### src/rtl/core/utcmt_pkg.sv
// utcmt_pkg: shared types, constants and calendar helpers for the utc to
// mountain time converter. No dependencies; used by every file in rtl/core.
package utcmt_pkg;

   // field widths
   localparam int YEAR_W   = 12;
   localparam int MONTH_W  = 4;
   localparam int DAY_W    = 5;
   localparam int HOUR_W   = 5;
   localparam int MINUTE_W = 6;
   localparam int SECOND_W = 6;

   // quotient width of year / 100 for a 12 bit year
   localparam int CENT_W = 6;
   // sum of the weekday formula before the mod 7
   localparam int WSUM_W = 13;

   // reciprocal of 100 scaled by 2^19, exact for years below 4096
   localparam logic [12:0] RECIP100       = 13'd5243;
   localparam int          RECIP100_SHIFT = 19;

   // offsets and calendar constants
   localparam logic [2:0]          DST_BACK    = 3'd6;
   localparam logic [2:0]          STD_BACK    = 3'd7;
   localparam logic [HOUR_W-1:0]   HOUR_MAX    = 5'd23;
   localparam logic [HOUR_W-1:0]   HOURS_DAY   = 5'd24;
   localparam logic [HOUR_W-1:0]   SWITCH_HOUR = 5'd2;
   localparam logic [DAY_W-1:0]    MARCH_BASE  = 5'd14;
   localparam logic [DAY_W-1:0]    NOV_BASE    = 5'd7;
   localparam logic [WSUM_W-1:0]   WDAY_BIAS   = 13'd2;

   localparam logic [MONTH_W-1:0] MON_JAN = 4'd1;
   localparam logic [MONTH_W-1:0] MON_FEB = 4'd2;
   localparam logic [MONTH_W-1:0] MON_MAR = 4'd3;
   localparam logic [MONTH_W-1:0] MON_NOV = 4'd11;
   localparam logic [MONTH_W-1:0] MON_DEC = 4'd12;

   typedef struct packed {
      logic [YEAR_W-1:0]  year;
      logic [MONTH_W-1:0] month;
      logic [DAY_W-1:0]   day;
   } date_type;

   // length of a month, month already limited to 1..12
   function automatic logic [DAY_W-1:0] days_in_month(input logic [MONTH_W-1:0] m,
                                                      input logic leap);
      logic [DAY_W-1:0] n;
      case (m)
         MON_FEB:                   n = leap ? 5'd29 : 5'd28;
         4'd4, 4'd6, 4'd9, 4'd11:   n = 5'd30;
         default:                   n = 5'd31;
      endcase
      return n;
   endfunction

endpackage

### src/rtl/core/utcmt_rollback.sv
// utcmt_rollback: steps a calendar date back by one day, clamping month and
// day into range first. Depends on utcmt_pkg.
module utcmt_rollback (
   input  utcmt_pkg::date_type date_in,
   input  logic                leap,
   output utcmt_pkg::date_type date_out
);
   import utcmt_pkg::*;

   logic [MONTH_W-1:0] month_sat;
   logic [DAY_W-1:0]   day_max;
   logic [DAY_W-1:0]   day_sat;
   logic [MONTH_W-1:0] month_prev;

   // clamp month into 1..12 and day into the month
   always_comb begin
      month_sat = date_in.month;
      if (date_in.month < MON_JAN) begin
         month_sat = MON_JAN;
      end
      if (date_in.month > MON_DEC) begin
         month_sat = MON_DEC;
      end
      day_max = days_in_month(month_sat, leap);
      day_sat = date_in.day;
      if (date_in.day == '0) begin
         day_sat = 5'd1;
      end else if (date_in.day > day_max) begin
         day_sat = day_max;
      end
   end

   assign month_prev = month_sat - 4'd1;

   // previous day, previous month end, or new year's eve of last year
   always_comb begin
      date_out = date_in;
      if (day_sat > 5'd1) begin
         date_out.month = month_sat;
         date_out.day   = day_sat - 5'd1;
      end else if (month_sat > MON_JAN) begin
         date_out.month = month_prev;
         date_out.day   = days_in_month(month_prev, leap);
      end else begin
         date_out.year  = date_in.year - 12'd1;
         date_out.month = MON_DEC;
         date_out.day   = 5'd31;
      end
   end

endmodule

### src/rtl/core/utc_to_mountain_time_dst.sv
// utc_to_mountain_time_dst: four stage pipeline turning a utc time into us
// mountain local time with daylight saving. Depends on utcmt_pkg, utcmt_rollback.
//
// Usage:
//   A request carries one utc time on req_utc_* and is taken at a rising edge
//   with req_valid high and req_stall low. Each request gives exactly one
//   response on rsp_local_* and rsp_dst_active, taken at an edge with
//   rsp_valid high and rsp_stall low.
//   The request passes the stages in order; the response is the output of the last stage.
//   Throughput: one request per cycle while rsp_stall is low; four register stages (century
//   quotient, weekday sum and leap flag, weekday mod 7, offset and date
//   step) each hold one request.
//   When the receiver stalls, the response holds steady and the stages fill
//   up behind it; req_stall rises only once every stage holds a request.
//   Empty stages close up, so bubbles are not kept.
//   Synchronous reset clears all valid bits; no request is in flight after it.
module utc_to_mountain_time_dst (
   input  logic                            clock,
   input  logic                            reset,
   input  logic                            req_valid,
   output logic                            req_stall,
   input  logic [utcmt_pkg::YEAR_W-1:0]    req_utc_year,
   input  logic [utcmt_pkg::MONTH_W-1:0]   req_utc_month,
   input  logic [utcmt_pkg::DAY_W-1:0]     req_utc_day,
   input  logic [utcmt_pkg::HOUR_W-1:0]    req_utc_hour,
   input  logic [utcmt_pkg::MINUTE_W-1:0]  req_utc_minute,
   input  logic [utcmt_pkg::SECOND_W-1:0]  req_utc_second,
   output logic                            rsp_valid,
   input  logic                            rsp_stall,
   output logic [utcmt_pkg::YEAR_W-1:0]    rsp_local_year,
   output logic [utcmt_pkg::MONTH_W-1:0]   rsp_local_month,
   output logic [utcmt_pkg::DAY_W-1:0]     rsp_local_day,
   output logic [utcmt_pkg::HOUR_W-1:0]    rsp_local_hour,
   output logic [utcmt_pkg::MINUTE_W-1:0]  rsp_local_minute,
   output logic [utcmt_pkg::SECOND_W-1:0]  rsp_local_second,
   output logic                            rsp_dst_active
);
   import utcmt_pkg::*;

   // per stage request fields
   typedef struct packed {
      date_type              date;
      logic [HOUR_W-1:0]     hour;
      logic [MINUTE_W-1:0]   minute;
      logic [SECOND_W-1:0]   second;
   } time_type;

   // stage valid bits and ready chain
   logic v1_ff, v2_ff, v3_ff, v4_ff;
   logic rdy1, rdy2, rdy3, rdy4;

   assign rdy4      = !v4_ff || !rsp_stall;
   assign rdy3      = !v3_ff || rdy4;
   assign rdy2      = !v2_ff || rdy3;
   assign rdy1      = !v1_ff || rdy2;
   assign req_stall = !rdy1;

   always_ff @(posedge clock) begin
      if (reset) begin
         v1_ff <= 1'b0;
         v2_ff <= 1'b0;
         v3_ff <= 1'b0;
         v4_ff <= 1'b0;
      end else begin
         if (rdy1) begin
            v1_ff <= req_valid;
         end
         if (rdy2) begin
            v2_ff <= v1_ff;
         end
         if (rdy3) begin
            v3_ff <= v2_ff;
         end
         if (rdy4) begin
            v4_ff <= v3_ff;
         end
      end
   end

   // stage 1: clamp hour, year / 100 by reciprocal multiply
   time_type            t1_in, t1_ff;
   logic [24:0]         cent_prod;
   logic [CENT_W-1:0]   cent1_in, cent1_ff;

   always_comb begin
      t1_in.date.year  = req_utc_year;
      t1_in.date.month = req_utc_month;
      t1_in.date.day   = req_utc_day;
      t1_in.hour       = (req_utc_hour > HOUR_MAX) ? HOUR_MAX : req_utc_hour;
      t1_in.minute     = req_utc_minute;
      t1_in.second     = req_utc_second;
      cent_prod        = {13'd0, req_utc_year} * {12'd0, RECIP100};
      cent1_in         = cent_prod[RECIP100_SHIFT +: CENT_W];
   end

   always_ff @(posedge clock) begin
      if (rdy1) begin
         t1_ff    <= t1_in;
         cent1_ff <= cent1_in;
      end
   end

   // stage 2: weekday sum and leap year flag
   time_type            t2_ff;
   logic [12:0]         cent_x100;
   logic [YEAR_W-1:0]   rem100;
   logic [WSUM_W-1:0]   wsum2_in, wsum2_ff;
   logic                leap2_in, leap2_ff;

   always_comb begin
      cent_x100 = {7'd0, cent1_ff} * 13'd100;
      rem100    = t1_ff.date.year - cent_x100[YEAR_W-1:0];
      leap2_in  = (t1_ff.date.year[1:0] == 2'd0)
                  && ((rem100 != '0) || (cent1_ff[1:0] == 2'd0));
      wsum2_in  = WDAY_BIAS + {1'b0, t1_ff.date.year}
                  + {3'd0, t1_ff.date.year[YEAR_W-1:2]}
                  - {7'd0, cent1_ff} + {9'd0, cent1_ff[CENT_W-1:2]};
   end

   always_ff @(posedge clock) begin
      if (rdy2) begin
         t2_ff    <= t1_ff;
         wsum2_ff <= wsum2_in;
         leap2_ff <= leap2_in;
      end
   end

   // stage 3: weekday sum mod 7 by octal digit folding
   time_type    t3_ff;
   logic [4:0]  fold_a;
   logic [3:0]  fold_b;
   logic [2:0]  wday3_in, wday3_ff;
   logic        leap3_ff;

   always_comb begin
      fold_a = {2'd0, wsum2_ff[2:0]} + {2'd0, wsum2_ff[5:3]} + {2'd0, wsum2_ff[8:6]}
               + {2'd0, wsum2_ff[11:9]} + {4'd0, wsum2_ff[12]};
      fold_b = {1'b0, fold_a[2:0]} + {2'd0, fold_a[4:3]};
      if (fold_b >= 4'd7) begin
         wday3_in = 3'(fold_b - 4'd7);
      end else begin
         wday3_in = fold_b[2:0];
      end
   end

   always_ff @(posedge clock) begin
      if (rdy3) begin
         t3_ff    <= t2_ff;
         wday3_ff <= wday3_in;
         leap3_ff <= leap2_ff;
      end
   end

   // stage 4: daylight saving decision, hour offset, date step back
   logic              dst4_in;
   logic [DAY_W-1:0]  sunday;
   logic [2:0]        back;
   logic [HOUR_W-1:0] hour4_in;
   logic              wrap;
   date_type          date_back;
   date_type          date4_in;

   always_comb begin
      dst4_in = 1'b0;
      sunday  = '0;
      if (t3_ff.date.month > MON_MAR && t3_ff.date.month < MON_NOV) begin
         dst4_in = 1'b1;
      end else if (t3_ff.date.month == MON_MAR) begin
         sunday  = MARCH_BASE - {2'd0, wday3_ff};
         dst4_in = (t3_ff.date.day > sunday)
                   || ((t3_ff.date.day == sunday) && (t3_ff.hour >= SWITCH_HOUR));
      end else if (t3_ff.date.month == MON_NOV) begin
         sunday  = NOV_BASE - {2'd0, wday3_ff};
         dst4_in = (t3_ff.date.day < sunday)
                   || ((t3_ff.date.day == sunday) && (t3_ff.hour < SWITCH_HOUR));
      end
      back = dst4_in ? DST_BACK : STD_BACK;
      wrap = t3_ff.hour < {2'd0, back};
      if (wrap) begin
         hour4_in = t3_ff.hour + HOURS_DAY - {2'd0, back};
      end else begin
         hour4_in = t3_ff.hour - {2'd0, back};
      end
      date4_in = wrap ? date_back : t3_ff.date;
   end

   utcmt_rollback u_rollback (
      .date_in  (t3_ff.date),
      .leap     (leap3_ff),
      .date_out (date_back)
   );

   always_ff @(posedge clock) begin
      if (rdy4) begin
         rsp_local_year   <= date4_in.year;
         rsp_local_month  <= date4_in.month;
         rsp_local_day    <= date4_in.day;
         rsp_local_hour   <= hour4_in;
         rsp_local_minute <= t3_ff.minute;
         rsp_local_second <= t3_ff.second;
         rsp_dst_active   <= dst4_in;
      end
   end

   assign rsp_valid = v4_ff;

endmodule
### config.mk
export PLATFORM = sky130hd
export DESIGN_NAME = utc_to_mountain_time_dst
export DESIGN_NICKNAME = d
export VERILOG_FILES = /design/src/rtl/core/utcmt_pkg.sv /design/src/rtl/core/utcmt_rollback.sv /design/src/rtl/core/utc_to_mountain_time_dst.sv
export SDC_FILE = /design/constraint.sdc
export NUM_CORES = 1
export LEC_CHECK = 0
export ABC_CLOCK_PERIOD_IN_PS = 10000
export BUFFER_PORTS_ARGS = -buffer_cell sky130_fd_sc_hd__buf_2
export CORE_UTILIZATION = 45
export CTS_BUF_LIST = sky130_fd_sc_hd__clkbuf_4 sky130_fd_sc_hd__clkbuf_8 sky130_fd_sc_hd__clkbuf_16
export CTS_CLUSTER_SIZE = 28
export DETAILED_ROUTE_END_ITERATION = 16
export GPL_TIMING_DRIVEN = 0
export SETUP_SLACK_MARGIN = 0.5
export SYNTH_ARGS = -nofsm -noshare
export SYNTH_HDL_FRONTEND = slang
export SYNTH_HIERARCHICAL = 1
export SYNTH_SLANG_ARGS = --single-unit
### constraint.sdc
create_clock -name clock -period 10 [get_ports clock]
set_input_delay 1.5 -clock clock [delete_from_list [all_inputs] [get_ports clock]]
set_output_delay 1.5 -clock clock [all_outputs]
set_load 0.01 [all_outputs]
==> results.yml <==
global_routing:
  grt_start_max_net_pins: 43
  use_met1: 0.2076
  grt_pass1_vias: 6783
  grtUsageMet2: 0.2779
  gr-total-overflow: 0
  grt_usage: 0.1612
  busiest_layer: "met2"
  grt_pass1_wl_um: 33250
  antenna_found_initial: 0
  grtUsageMet3: 0.02778
power:
  p_leak_nw: 6.054
  ir_worst_vdd_mv: 0.2964
  p_switching_mw: 1.663
  power.total_mw: 4.191
  comb_power_share: 0.584
  seqPwrFrac: 0.260
  p_clk_frac: 0.156
  power_density_nw_per_um2: 316.0
  intPower_mw: 2.528
  switching_share: 0.3968
critical_path:
  ff2ff_setup_slack_ps: 4880
  worstSetupEndpointType: "flip-flop"
  rr_worst_depth: 16
  cp_max_fo: 6
  r2r-end: "rsp_local_year[4]"
  required_ps: 10180
  start_kind: "input pin"
  worst-setup-path-type: "in -> reg"
  r2r-start: "t3_ff[25]"
  arrival_ps: 5900
final_layout:
  nFillCells: 2252
  utilization: 0.5222
  fin_nets: 1318
  stdcell_count: 1391
  drive_gt1_frac: 0.1546
  area_growth_syn_to_layout_pct: 12.60
  num_antenna_cells: 0
logic_synthesis:
  synth_ff_type: "edfxtp_1"
  avgSynthCellArea_um2: 12.48
  muxShareOfSynthArea: 0.02539
  ys_ff_latch: 181
  ys_seq_area_frac: 0.4580
  synth_compound_area_frac: 0.07286
  yosysWarnings: 6
  synth_cell_types: 69
  async_reset_ff_frac: 0
  synth_top_family_by_area: "adder cells"
  syn-num-nets: 1214
  synth_edf_count: 177
  synth_fa_ha_area_frac: 0.2823
  syn_area_um2: 11780
  yosysTopAreaCell: "edfxtp_1"
  synth_top_area_frac: 0.4512
  synth_xor_xnor_area_share: 0.03463
  yosys-top-cells-area: "edfxtp_1 45%, ha_1 18%, fa_1 11%"
  synth-simple-area-share: 0.06798
  syn_inst: 944
timing:
  period_share: 0.5724
  finalSetupViolCount: 0
  fmaxAchievable_mhz: 174.7
  rsz0062_at_grt: "no"
  relSlewSlack: 0.3832
  hold_viol: 0
  fin_ws_ps: 4276
  fin_skew_ps: 10.59
  tns_ps: 0
  tightest_slew_ps: 925.2
  slew_viol_final: 0
  min_period_ps: 5724
clock_network:
  cts_tree: "built"
  holdBufCountCts: 0
  post_cts_resize_count: 0
  clk_pin_slew_ps: 80
  clock-sinks: 181
  htreeDepth: 4
  cts_made_buffers: 17
  clkLatencyLatePin_ps: 430
  root_buffer: "clkbuf_16"
  cts_setup_buffers: 0
  cts_max_path_buffers: 2
detailed_routing:
  dr.pass1.iters: 5
  wire_per_inst_um: 14.37
  num_vias: 6882
  ant_nets: 0
  drc_errors: 0
  drt-initial-drc-count: 337
  drt-total-wl_um: 19990
  viasPerCell: 4.948
floorplanning:
  ios: 83
  die_h_um: 163.8
  start_util: 0.4638
  fp-row-count: 58
  coreArea_um2: 25400
  fp.dieW_um: 163.8
  die_area_um2: 26830
hold_path:
  hold_depth: 0
  hp-class: "reg -> reg"
  min_from: "t1_ff[13]"
  min_to: "t2_ff[13]"
place:
  place.gp.congestion: 0.8405
  place_ws_ps: 3777
  port_buffers: 82
  dpl.hpwl_um: 15770
  dp_cells: 1359
job:
  drv_cap: 0
outcome:
  status: "complete, no violations"
-- flip-flops by register name, indices dropped and copies added, names as in the netlist, 3 cells and up --
signal and flops:
cent1_ff 6, rsp_local_day 5, rsp_local_hour 5, rsp_local_minute 6, rsp_local_month 4, rsp_local_second 6
rsp_local_year 12, t1_ff 38, t2_ff 38, t3_ff 38, wday3_ff 3, wsum2_ff 13
-- logic make-up after synthesis --
group / after synthesis
buf+inv: 183
simple gates: 147
mux: 27
xor+xnor: 45
fa+ha+maj: 228
compound gates: 133
flops: 181
-- critical path: stages --
cell and delay, ps:
buf_2 230, inv_1 100, fa_1 580, fa_1 440
fa_1 510, inv_1 50, fa_1 520, inv_1 60
fa_1 420, inv_1 60, ha_1 270, a211oi_1 260
o211ai_1 120, a41oi_1 340, o21ai_1 160, a21oi_1 190
xnor2_1 70
-- how the worst max path moves through the flow --
stage,startpoint,slack [ps],end
finish,req_utc_year[6],4280,cent1_ff[4]
global route,req_utc_year[9],3960,cent1_ff[2]
CTS,req_utc_year[6],4250,cent1_ff[4]
detailed placement,req_utc_year[6],3780,cent1_ff[4]
global placement,req_utc_year[6],3770,cent1_ff[4]
floorplan,req_utc_year[9],4290,cent1_ff[1]
-- power by group through the flow --
stage / combinational [mW] / clock [mW] / sequential [mW]
2_1_floorplan: 1.99 / 0 / 1.10
3_3_place_gp: 2.43 / 0 / 1.11
3_5_place_dp: 2.46 / 0 / 1.11
4_1_cts: 2.48 / 0.672 / 1.09
5_1_grt: 2.86 / 0.700 / 1.10
6_report: 2.45 / 0.653 / 1.09
-- layout by cell type (no fill, tap or decap), types with 7 or more instances in the layout --
cell	count
edfxtp_1	177
inv_1	173
ha_1	165
buf_2	84
fa_1	63
a21oi_1	44
nor2_1	34
xnor2_1	29
nand2_1	27
mux2_2	23
nor3_1	19
clkbuf_16	17
o21ai_0	16
xor2_1	15
o21a_1	12
nand3_1	10
and3_1	8
o21ai_1	8
nor2b_1	8
a21o_1	7
o211ai_1	7
-- synthesized netlist by cell type, types with 15 or more instances --
library cell / number
fa_1: 63
nand2_1: 29
inv_1: 174
ha_1: 165
nor3_1: 19
o21ai_0: 16
edfxtp_1: 177
xor2_1: 15
a21oi_1: 44
nor2_1: 34
xnor2_1: 29
mux2_2: 23
-- cell type report --
cell class	instances	area [µm²]	area share
buffer	7	32.53	0.002453
clock buffer	17	425.4	0.03207
clock inverter	15	165.2	0.01245
inverter	176	660.6	0.04981
multi-input combinational	580	5702	0.4299
sequential	181	5395	0.4068
tap	330	412.9	0.03113
timing repair buffer	85	470.5	0.03547
-- through the flow --
step                area, µm²  hold WS [ps]
finish                  13260         411.0
global route            13260         412.9
CTS                     13260         415.7
detailed placement      12670         404.5
global placement        12600         401.2
floorplan               11780         400.3
-- layer usage --
metal | up-vias | part of all wire
met4 | 0 | 0.014
met1 | 3253 | 0.46
met5 | - | 0
met3 | 19 | 0.031
li1 | 3516 | -
met2 | 94 | 0.50
Note: power is estimated with default switching activity, not from simulation.
